File: config.mk
export PLATFORM = sky130hd
export DESIGN_NAME = vesl_ctrl
export DESIGN_NICKNAME = d
export VERILOG_FILES = /design/src/vesl_pkg.sv /design/src/vesl_ctrl.sv
export SDC_FILE = /design/constraint.sdc
export NUM_CORES = 1
export LEC_CHECK = 0
export ABC_AREA = 1
export BUFFER_PORTS_ARGS = -buffer_cell sky130_fd_sc_hd__buf_2
export CAP_MARGIN = 15
export CORE_MARGIN = 4
export CORE_UTILIZATION = 50
export CTS_CLUSTER_SIZE = 25
export DETAILED_ROUTE_END_ITERATION = 7
export PLACE_DENSITY = 0.76
export SLEW_MARGIN = 15
export SYNTH_ARGS = -nofsm -noshare
export SYNTH_HDL_FRONTEND = slang
export SYNTH_SLANG_ARGS = --single-unit
File: constraint.sdc
create_clock -name clk_i -period 2.7 [get_ports clk_i]
set_input_delay 0.54 -clock clk_i [delete_from_list [all_inputs] [get_ports clk_i]]
set_output_delay 0.54 -clock clk_i [all_outputs]
set_load 0.1 [all_outputs]
File: src/vesl_pkg.sv
// Shared types and constants for the velocity estimator with spring lock.
// Holds the controller-to-datapath command struct, field layout, filter
// coefficients and the saturation helper. No dependencies.
`default_nettype none

package vesl_pkg;

  // Field layout of the stream payloads
  localparam int DATA_W   = 32;
  localparam int MAX_AXES = 3;
  localparam int AXES_DEF = 3;
  localparam int BTN_W    = 2;
  localparam int BTN_LSB  = 2 * MAX_AXES * DATA_W;
  localparam int IN_W     = ((BTN_LSB + BTN_W + 7) / 8) * 8;
  localparam int OUT_W    = ((BTN_LSB + BTN_W + 7) / 8) * 8;

  // Configuration port
  localparam int CFG_IDX_W  = 3;
  localparam int CFG_DATA_W = 32;
  localparam int GAIN_W     = 16;

  localparam logic [CFG_IDX_W-1:0] REG_LOCK_EN    = 3'd0;
  localparam logic [CFG_IDX_W-1:0] REG_LOCK_POS_X = 3'd1;
  localparam logic [CFG_IDX_W-1:0] REG_SPRING_GAIN = 3'd4;

  localparam logic [GAIN_W-1:0] GAIN_RESET = 16'd2621;

  // Datapath widths: 3p - 4p1 + p2 needs 35 bits, coefficients fit 32
  localparam int OPA_W  = 35;
  localparam int OPB_W  = 32;
  localparam int PROD_W = OPA_W + OPB_W;
  localparam int DIFF_W = DATA_W + 1;

  localparam int COEF_BITS = 28;
  localparam int GAIN_BITS = 16;

  localparam logic signed [OPB_W-1:0] INV_DT = 32'sd500;
  localparam logic signed [OPB_W-1:0] CB0    = 32'sd58948;
  localparam logic signed [OPB_W-1:0] CB1    = 32'sd176845;
  // Feedback coefficients stored negated so every term is added
  localparam logic signed [OPB_W-1:0] NA1    = 32'sd737875381;
  localparam logic signed [OPB_W-1:0] NA2    = -32'sd678658520;
  localparam logic signed [OPB_W-1:0] NA3    = 32'sd208735411;

  typedef enum logic [2:0] {
    MS_VEL,
    MS_SPRING,
    MS_B0,
    MS_B1,
    MS_A1,
    MS_A2,
    MS_A3
  } mul_sel_e;

  typedef struct packed {
    logic     load;
    logic     diff_en;
    logic     satx_en;
    logic     force_en;
    logic     acc_load;
    logic     acc_add;
    logic     commit;
    logic     out_load;
    mul_sel_e sel;
  } cmd_t;

  function automatic logic signed [DATA_W-1:0] sat32(input logic signed [PROD_W-1:0] v);
    logic [PROD_W-DATA_W:0] hi;
    hi = v[PROD_W-1:DATA_W-1];
    if (hi == '0 || hi == '1) begin
      return v[DATA_W-1:0];
    end else if (v[PROD_W-1]) begin
      return {1'b1, {(DATA_W-1){1'b0}}};
    end else begin
      return {1'b0, {(DATA_W-1){1'b1}}};
    end
  endfunction

endpackage

`default_nettype wire

File: src/vesl_ctrl.sv
// Sequencer for the velocity estimator: walks each axis through a fixed
// schedule of steps and drives the stream handshakes. Uses vesl_pkg.
`default_nettype none

module vesl_ctrl #(
  parameter int  AXES   = vesl_pkg::AXES_DEF,
  localparam int AXIS_W = (AXES > 1) ? $clog2(AXES) : 1
) (
  input  logic              clk_i,
  input  logic              rst_ni,
  input  logic              s_valid_i,
  output logic              s_ready_o,
  input  logic              m_ready_i,
  output logic              m_valid_o,
  output vesl_pkg::cmd_t    cmd_o,
  output logic [AXIS_W-1:0] axis_o
);
  import vesl_pkg::*;

  localparam logic [1:0] ST_IDLE = 2'd0;
  localparam logic [1:0] ST_RUN  = 2'd1;
  localparam logic [1:0] ST_DONE = 2'd2;

  // Steps of one axis; a product is usable once its operands have passed the operand and product registers
  localparam logic [3:0] SP_DIFF    = 4'd0;
  localparam logic [3:0] SP_VEL     = 4'd1;
  localparam logic [3:0] SP_MUL_VEL = 4'd2;
  localparam logic [3:0] SP_SATX    = 4'd3;
  localparam logic [3:0] SP_B0      = 4'd4;
  localparam logic [3:0] SP_FORCE   = 4'd5;
  localparam logic [3:0] SP_ACC0    = 4'd6;
  localparam logic [3:0] SP_ACC1    = 4'd7;
  localparam logic [3:0] SP_ACC2    = 4'd8;
  localparam logic [3:0] SP_ACC3    = 4'd9;
  localparam logic [3:0] SP_ACC4    = 4'd10;
  localparam logic [3:0] SP_COMMIT  = 4'd11;

  localparam logic [AXIS_W-1:0] LAST_AXIS = AXIS_W'(AXES - 1);

  logic [1:0]        state_q, state_d;
  logic [3:0]        step_q, step_d;
  logic [AXIS_W-1:0] axis_q, axis_d;
  logic              m_valid_q, m_valid_d;

  always_comb begin
    state_d   = state_q;
    step_d    = step_q;
    axis_d    = axis_q;
    cmd_o     = '0;
    cmd_o.sel = MS_VEL;
    s_ready_o = 1'b0;
    case (state_q)
      ST_IDLE: begin
        s_ready_o = 1'b1;
        if (s_valid_i) begin
          cmd_o.load = 1'b1;
          state_d    = ST_RUN;
          step_d     = SP_DIFF;
          axis_d     = '0;
        end
      end
      ST_RUN: begin
        step_d = 4'(step_q + 4'd1);
        case (step_q)
          SP_DIFF:    cmd_o.diff_en = 1'b1;
          SP_VEL:     cmd_o.sel = MS_VEL;
          SP_MUL_VEL: cmd_o.sel = MS_VEL;
          SP_SATX: begin
            cmd_o.satx_en = 1'b1;
            cmd_o.sel     = MS_SPRING;
          end
          SP_B0:      cmd_o.sel = MS_B0;
          SP_FORCE: begin
            cmd_o.force_en = 1'b1;
            cmd_o.sel      = MS_B1;
          end
          SP_ACC0: begin
            cmd_o.acc_load = 1'b1;
            cmd_o.sel      = MS_A1;
          end
          SP_ACC1: begin
            cmd_o.acc_add = 1'b1;
            cmd_o.sel     = MS_A2;
          end
          SP_ACC2: begin
            cmd_o.acc_add = 1'b1;
            cmd_o.sel     = MS_A3;
          end
          SP_ACC3, SP_ACC4: cmd_o.acc_add = 1'b1;
          SP_COMMIT: begin
            cmd_o.commit = 1'b1;
            step_d       = SP_DIFF;
            if (axis_q == LAST_AXIS) begin
              state_d = ST_DONE;
            end else begin
              axis_d = AXIS_W'(axis_q + 1'b1);
            end
          end
          default: begin
            step_d  = SP_DIFF;
            state_d = ST_IDLE;
          end
        endcase
      end
      ST_DONE: begin
        // hold until the output register is free
        if (!m_valid_q || m_ready_i) begin
          cmd_o.out_load = 1'b1;
          state_d        = ST_IDLE;
        end
      end
      default: state_d = ST_IDLE;
    endcase
  end

  always_comb begin
    if (cmd_o.out_load) begin
      m_valid_d = 1'b1;
    end else if (m_ready_i) begin
      m_valid_d = 1'b0;
    end else begin
      m_valid_d = m_valid_q;
    end
  end

  always_ff @(posedge clk_i or negedge rst_ni) begin
    if (!rst_ni) begin
      state_q   <= ST_IDLE;
      step_q    <= SP_DIFF;
      axis_q    <= '0;
      m_valid_q <= 1'b0;
    end else begin
      state_q   <= state_d;
      step_q    <= step_d;
      axis_q    <= axis_d;
      m_valid_q <= m_valid_d;
    end
  end

  assign m_valid_o = m_valid_q;
  assign axis_o    = axis_q;

endmodule

`default_nettype wire

; ---- After elaboration in Yosys (flattened, before gate mapping)
; Index checks and enable logic that the tools add are counted.
[totals]
ff_bits = 9
output_inout_bits = 15
[classes]
addsub = 2
eq_ne = 20
n_mux = 28
reduce_logical = 11
[ops]
columns = cell, n
row1 = $pmux W3 S6, 1
row2 = $eq A4 B3 Y1 const B, 4
row3 = $eq A4 B4 Y1 const B, 4
row4 = $mux W1, 13
row5 = $mux W2, 6
row6 = $reduce_or A11 Y1, 1
row7 = $eq A4 B2 Y1 const B, 2
row8 = $mux W4, 2
row9 = $ne A2 B2 Y1 const B, 4
row10 = $pmux W2 S2, 2
row11 = $pmux W4 S2, 1
row12 = $reduce_and A4 Y1, 2
row13 = $mux W6, 1
row14 = $pmux W2 S3, 1
row15 = $add A4 B1 Y4 const B, 1
row16 = $eq A2 B2 Y1 const B, 2
row17 = $eq A4 B1 Y1 const B, 1
row18 = $logic_not A4 Y1, 1
row19 = $reduce_bool A2 Y1, 2
row20 = $reduce_or A4 Y1, 1
row21 = $mux W3, 1
row22 = $ne A3 B3 Y1 const B, 1
row23 = $add A2 B1 Y2 const B, 1
row24 = $eq A2 B1 Y1 const B, 1
row25 = 5 further kinds, 5

; ---- Logic depth before layout (Yosys ltp)
; Gate-level depths: netlist (run 1).
[logic_depth]
depth_word = 5
mapped_depth = 12
mapped_depth_nobuf = 12

; ---- Worst setup path before layout (run 1)
; OpenSTA, ideal clock, no wires.
[synth_timing]
path_type = reg-to-output
startpoint = register state_q[0]
endpoint = output cmd_o[10] (netlist bit)
t_arrival_ns = 3.109
required_ns = 2.160
setup_slack_ns = -0.949
stages_incl_launch_ff = 4
n_path_buf = 0
cell_sequence = dfrtp_1 -> nor2_1 -> inv_2 -> nor2_1
[synth_lines]
columns = element, line_no
row1 = start: declaration, vesl_ctrl.sv:40  ; logic [1:0] state_q, state_d;
row2 = start signal: assignment, vesl_ctrl.sv:133  ; state_q <= state_d;
row3 = end: declaration, vesl_ctrl.sv:15  ; output vesl_pkg::cmd_t cmd_o,

==> results of run 1 <==
-- registers in the layout, indices dropped and copies added, names as in the netlist --
register,count
step_q,4
axis_o,2
state_q,2
m_valid_o,1
-- Yosys cell counts (2+ instances only) --
cell type                 instances  area (sq um)
sky130_fd_sc_hd__nand2_1         17          63.8
sky130_fd_sc_hd__buf_6            2          22.5
sky130_fd_sc_hd__nand3_1          9          45.0
sky130_fd_sc_hd__o22ai_1          2          12.5
sky130_fd_sc_hd__dfrtp_1          9           225
sky130_fd_sc_hd__nand3_2          2          20.0
sky130_fd_sc_hd__inv_2            2          7.51
sky130_fd_sc_hd__inv_4            2          12.5
sky130_fd_sc_hd__o21ai_1          4          20.0
sky130_fd_sc_hd__nor2_2           2          12.5
sky130_fd_sc_hd__inv_1           13          48.8
sky130_fd_sc_hd__nor2_1          11          41.3
sky130_fd_sc_hd__o21ai_0          3          15.0
sky130_fd_sc_hd__nor2_4           4          45.0
sky130_fd_sc_hd__ha_1             6          75.1
sky130_fd_sc_hd__nand2_2          5          31.3
-- final cells by class --
class | count | area [sq um]
clock buffers | 4 | 26.3
flip-flops and latches | 9 | 225
repair buffers | 18 | 90.1
inverters | 18 | 77.6
multi-input cells | 72 | 462
well taps | 15 | 18.8
fillers | 123 | 483
-- cell families after synthesis --
family,after synthesis
buffers and inverters,21
adder cells (fa/ha/maj),6
AO/OA/AOI/OAI,11
flip-flops,9
XOR/XNOR,2
AND/OR/NAND/NOR,53
-- worst max-delay path, delay by kind of cell (launching register included) --
family	cells	cell delay (ns)
adder cells (fa/ha/maj)	1	0.23
AND/OR/NAND/NOR	4	0.35
flip-flops	1	0.42
buffers and inverters	2	0.55
-- worst paths after layout --
check | startpoint | end | slack [ns] | cells past startpoint
setup / recovery | step_q[0] | cmd_o[5] | 0.35 | 7
hold / removal | rst_ni | step_q[3] | 0.12 | 1
setup reg to reg | step_q[0] | state_q[0] | 1.12 | 10
hold reg to reg | axis_o[0] | axis_o[0] | 0.53 | 1
max in group asynchronous | rst_ni | axis_o[0] | 2.39 | 1
min in group clk_i | m_ready_i | m_valid_o | 0.49 | 2
-- routing by layer --
metal | global-route usage | vias to the layer above
met5 | 0 | -
li1 | - | 354
met2 | 0.273 | 14
met3 | 0.0602 | 0
met4 | 0.0276 | 0
met1 | 0.192 | 302
-- through the flow --
step / cells / worst slack (ns) / hold WS (ns) / total power [mW]
5_1_grt: 136 / 0.215 / 0.121 / 1.09
2_1_floorplan: 102 / 0.00642 / 0.244 / 0.826
4_1_cts: 136 / 0.336 / 0.120 / 1.02
3_3_place_gp: 132 / 0.654 / 0.398 / 0.903
6_report: 136 / 0.352 / 0.122 / 1.01
3_5_place_dp: 132 / 0.619 / 0.397 / 0.910
-- where the power goes --
part / switching, mW / total [mW] / leakage, nW / internal, mW
combinational: 0.519 / 0.682 / 0.349 / 0.163
sequential: 0.0660 / 0.229 / 0.121 / 0.163
clock: 0.0452 / 0.102 / 0.0150 / 0.0568
total: 0.630 / 1.01 / 0.485 / 0.383
==> results.cfg, run 1 <==
[timing]
setup_tns_ns = 0
setup_violations = 0
fmaxAchievable_mhz = 426
period_minus_slack_ns = 2.35
rsz0062_at_grt = no
slew_headroom = 0.668
slew_violations = 0
worst_clock_skew_ns = 0.00466
timing.final.hold_violations = 0
worst_pin_slew_ns = 0.497
min_period_over_period = 0.870

[placement]
routabilityCongestion = 0.809
detailed_placement_hpwl_mm = 1.27
buffer_ports.inserted = 18
postPlaceCellArea_sq_um = 873

[synth]
post_synth_xor_area_fraction = 0.0224
synth_nets = 112
synth_top_flop_cell = sky130_fd_sc_hd__dfrtp_1
yosys.area_share.adder = 0.0962
synth_compound_gate_area_share = 0.0801
yosys.area_share.simple = 0.375
yosys_warnings = 0
synthesis.area_per_instance_sq_um = 7.65
synth_top_family_by_area = simple AND/OR/NAND/NOR gates
async_reset_ff_frac = 1.00
muxShareOfSynthArea = 0
synthCells = 102
number_of_enable_type_register_cells_in_the_synthesized_netlist = 0
netlist_area_sq_um = 781
synth.distinct_cells = 25
ys_ff_latch = 9
synth-seq-area-share = 0.288

[global_route]
grt_max_degree = 10
grtUsageTotal = 0.159
globalRoute.totalOverflow = 0
grt_pass1_wl_mm = 2.52
first_global_vias = 594
number_of_antenna_violations_at_the_first_check_in_global_routing = 0

[final_layout]
finalNetCount = 132
mostFrequentLayoutCells = sky130_fd_sc_hd__buf_2, sky130_fd_sc_hd__nand2_1, sky130_fd_sc_hd__inv_1
mostFrequentLayoutCell = sky130_fd_sc_hd__buf_2
final_area_sq_um = 900
areaGrowthSynthToFinish_pct = 15.2
antenna-diode-count = 0
core_occupancy_in_the_finished_layout = 0.651
drive_above_1_share = 0.380

[clock_tree]
ctsHoldBuffers = 0
cts_buffers = 3
cts_setup_buffers = 0
numClockSinks = 9
cts-root-buf = sky130_fd_sc_hd__clkbuf_4
cts_resized = 0
cts_max_path_buffers = 2
clkTransAtPathRegs_ns = 0.06
insertion_delay_ns = 0.26
htree_levels = 1
tritoncts = yes

[die]
core_area_sq_um = 1380
die_x_um = 47.5
dieArea_sq_um = 2260
chipHeight_um = 47.5
ioPinCount = 19
placement_rows = 13
start_util = 0.565

[route]
post_drt_via_cell_ratio = 4.93
wl_met1_um = 730
dr_wl_met2_um = 740
remaining_drc_errors = 0
post_drt_wl_per_cell_um = 11.4
via_count = 670
routed.top_layer = met3
detailroute.wirelength.met3_um = 84
detail-route-antenna-nets = 0
routed_wl_mm = 1.56
first_iter_violations = 20
firstDrtPassIters = 4

[worst_setup_path]
worst_ep_required_time_ns = 2.16
timing.critical_path.arrival_ns = 1.81
timing.setup.critical_path_class = register to output port
critPathMaxFanout = 5
crit_path_frequent_cell = sky130_fd_sc_hd__nor2_2
critical-path-slowest-cell = sky130_fd_sc_hd__dfrtp_1
category_of_the_worst_setup_path_launch_point = register
element_type_at_the_critical_path_end = output port
max_stage_delay_ns = 0.42
cp_cell_sequence = inv_1 -> ha_1 -> nor2_1 -> nor2_2 -> nor2_4 -> nor2_2 -> buf_2

[power]
vdd.ir_drop.worst_v = 0.000593
p_leak_nw = 0.485
power_density_nw_per_um2 = 1130

[worst_hold_path]
hold_path_class = input pin to asynchronous set/reset pin

[flow_run]
timing.max_cap.violations = 0

[run_status]
run_status = complete, no violations
Note: power is estimated with default switching activity, not from simulation.
==> run 2, diff against run 1 <==
- ABC_AREA: 1 -> not set
- CTS_BUF_LIST: not set -> sky130_fd_sc_hd__clkbuf_8
- CTS_CLUSTER_DIAMETER: not set -> 80
- PLACE_DENSITY: 0.76 -> 0.78
==> run 2 against run 1 <==
First-iteration DRC count shrank 75%. Global-route usage grew 1.2 points. Via count shrank 5.7%. Worst hold slack gained 0.026 ns. Critical path depth shrank 2. Sequential cell count is the same. Core utilization shrank 0.36 points. Design area shrank 6.4%. Final cell count shrank 14%. Sequential share of layout area grew 1.7 points.
==> results.cfg, run 2 <==
[timing]
slew_headroom = 0.678
slew_violations = 0
min_period_over_period = 0.909
rsz0062_at_grt = no
period_minus_slack_ns = 2.46
worst_pin_slew_ns = 0.487
timing.final.hold_violations = 0
worst_clock_skew_ns = 0.000567
setup_violations = 0
fmaxAchievable_mhz = 407
final_critical_path_setup_slack_ns = 0.245

[synth]
async_reset_ff_frac = 1.00
muxShareOfSynthArea = 0
yosys.area_share.simple = 0.339
yosys_warnings = 0
synth_nets = 93
number_of_enable_type_register_cells_in_the_synthesized_netlist = 0
synthCells = 83
synth.distinct_cells = 27
synth_top_family_by_area = simple AND/OR/NAND/NOR gates
synth_area_leader_cell = sky130_fd_sc_hd__dfrtp_1
post_synth_xor_area_fraction = 0
synth-seq-area-share = 0.323
netlist.area_leader.share = 0.323
netlist_area_sq_um = 697
synth_area_leaders = sky130_fd_sc_hd__dfrtp_1, sky130_fd_sc_hd__ha_1, sky130_fd_sc_hd__o21ai_0, sky130_fd_sc_hd__nand2_1, sky130_fd_sc_hd__nand2b_1
yosys.area_share.adder = 0.108
synthesis.area_per_instance_sq_um = 8.40
synth_compound_gate_area_share = 0.169
synth_top_cells_by_count = sky130_fd_sc_hd__dfrtp_1, sky130_fd_sc_hd__nand2_1, sky130_fd_sc_hd__o21ai_0, sky130_fd_sc_hd__ha_1, sky130_fd_sc_hd__nor2_1
synth_top_flop_cell = sky130_fd_sc_hd__dfrtp_1
ys_ff_latch = 9

[route]
post_drt_via_cell_ratio = 5.40
remaining_drc_errors = 0
post_drt_wl_per_cell_um = 12.4
via_count = 632
detail-route-antenna-nets = 0
first_iter_violations = 5
firstDrtPassIters = 4
routed_wl_mm = 1.46

[global_route]
number_of_antenna_violations_at_the_first_check_in_global_routing = 0
grtUsageTotal = 0.171
grt_max_degree = 16
globalRoute.totalOverflow = 0
first_global_vias = 578
grt_pass1_wl_mm = 2.42

[worst_setup_path]
critical_path.startpoint = step_q[0]
depth_of_the_worst_register_to_register_path = 6
reg2reg_from = step_q[0]
critPathCapture = cmd_o[5]
category_of_the_worst_setup_path_launch_point = register
element_type_at_the_critical_path_end = output port
worst_ep_required_time_ns = 2.16
timing.reg2reg.setup_slack_ns = 0.88
critPathMaxFanout = 7
crit-reg2reg-capture = step_q[3]
timing.critical_path.arrival_ns = 1.92
timing.setup.critical_path_class = register to output port

[final_layout]
mostFrequentLayoutCell = sky130_fd_sc_hd__buf_2
drive_above_1_share = 0.314
largest_register = step_q
mostFrequentLayoutCells = sky130_fd_sc_hd__buf_2, sky130_fd_sc_hd__nand2_1, sky130_fd_sc_hd__dfrtp_1
finalNetCount = 113
largest_reg_flops = 4
areaGrowthSynthToFinish_pct = 20.8
antenna-diode-count = 0

[die]
ioPinCount = 19
core_area_sq_um = 1300
dieArea_sq_um = 2060
chipHeight_um = 45.3
start_util = 0.536
placement_rows = 13
die_x_um = 45.3

[clock_tree]
numClockSinks = 9
cts-root-buf = sky130_fd_sc_hd__clkbuf_8
cts_setup_buffers = 0
htree_levels = 1
insertion_delay_ns = 0.23
cts_buffers = 3
clkTransAtPathRegs_ns = 0.04
tritoncts = yes
cts_max_path_buffers = 2
ctsHoldBuffers = 0
cts_resized = 0

[placement]
detailed_placement_hpwl_mm = 1.18
routabilityCongestion = 0.780
dpl_worst_slack_ns = 0.487
buffer_ports.inserted = 18

[worst_hold_path]
hold_path_class = input pin to asynchronous set/reset pin

[run_status]
run_status = complete, no violations

[flow_run]
timing.max_cap.violations = 0
run 2: routing by layer:
metal / vias to the layer above / share of wire / global-route usage
li1: 324 / - / -
met1: 293 / 0.42 / 0.202
met2: 10 / 0.50 / 0.257
met3: 5 / 0.047 / 0.0598
met4: 0 / 0.029 / 0.117
met5: - / 0 / 0
run 2: worst max-delay path: stages, from the launching register on:
cell	delay, ns
sky130_fd_sc_hd__dfrtp_1	0.45
sky130_fd_sc_hd__ha_1	0.31
sky130_fd_sc_hd__nand2_1	0.09
sky130_fd_sc_hd__or2_2	0.30
sky130_fd_sc_hd__a21oi_2	0.11
sky130_fd_sc_hd__buf_2	0.43
run 2: worst min path at each step:
stage | from | end | slack [ns] | cells past startpoint
6_report | rst_ni | state_q[1] | 0.15 | 1
5_1_grt | rst_ni | axis_o[1] | 0.15 | 1
4_1_cts | rst_ni | state_q[0] | 0.15 | 1
3_5_place_dp | rst_ni | state_q[1] | 0.40 | 1
3_3_place_gp | rst_ni | m_valid_o | 0.40 | 1
2_1_floorplan | rst_ni | axis_o[0] | 0.24 | 0
run 2: final cells by class:
type,count,area [sq um]
clock buffer,3,41.3
clock inverter,1,5.00
fill,114,459
inverter,5,18.8
multi-input combinational,66,443
sequential,9,225
tap,15,18.8
timing repair buffer,18,90.1
run 2: cell families (layout without fill, tap and decap cells):
logic type	after synthesis	count (layout)
AND/OR/NAND/NOR	40	40
flip-flops	9	9
adder cells (fa/ha/maj)	6	6
AO/OA/AOI/OAI	20	20
buffers and inverters	8	27
run 2: metrics by stage:
step / instances / setup TNS [ns] / hold WS, ns / area [sq um] / util
2_1_floorplan: 83 / -2.93 / 0.244 / 711 / -
3_3_place_gp: 113 / 0 / 0.398 / 796 / 0.612
3_5_place_dp: 113 / 0 / 0.399 / 796 / 0.612
4_1_cts: 117 / 0 / 0.148 / 842 / 0.647
5_1_grt: 117 / 0 / 0.151 / 842 / 0.647
6_report: 117 / 0 / 0.148 / 842 / 0.647
Power of run 2 is not shown: default switching activity piles up to over one toggle a cycle in this logic, so the estimate is an artifact.
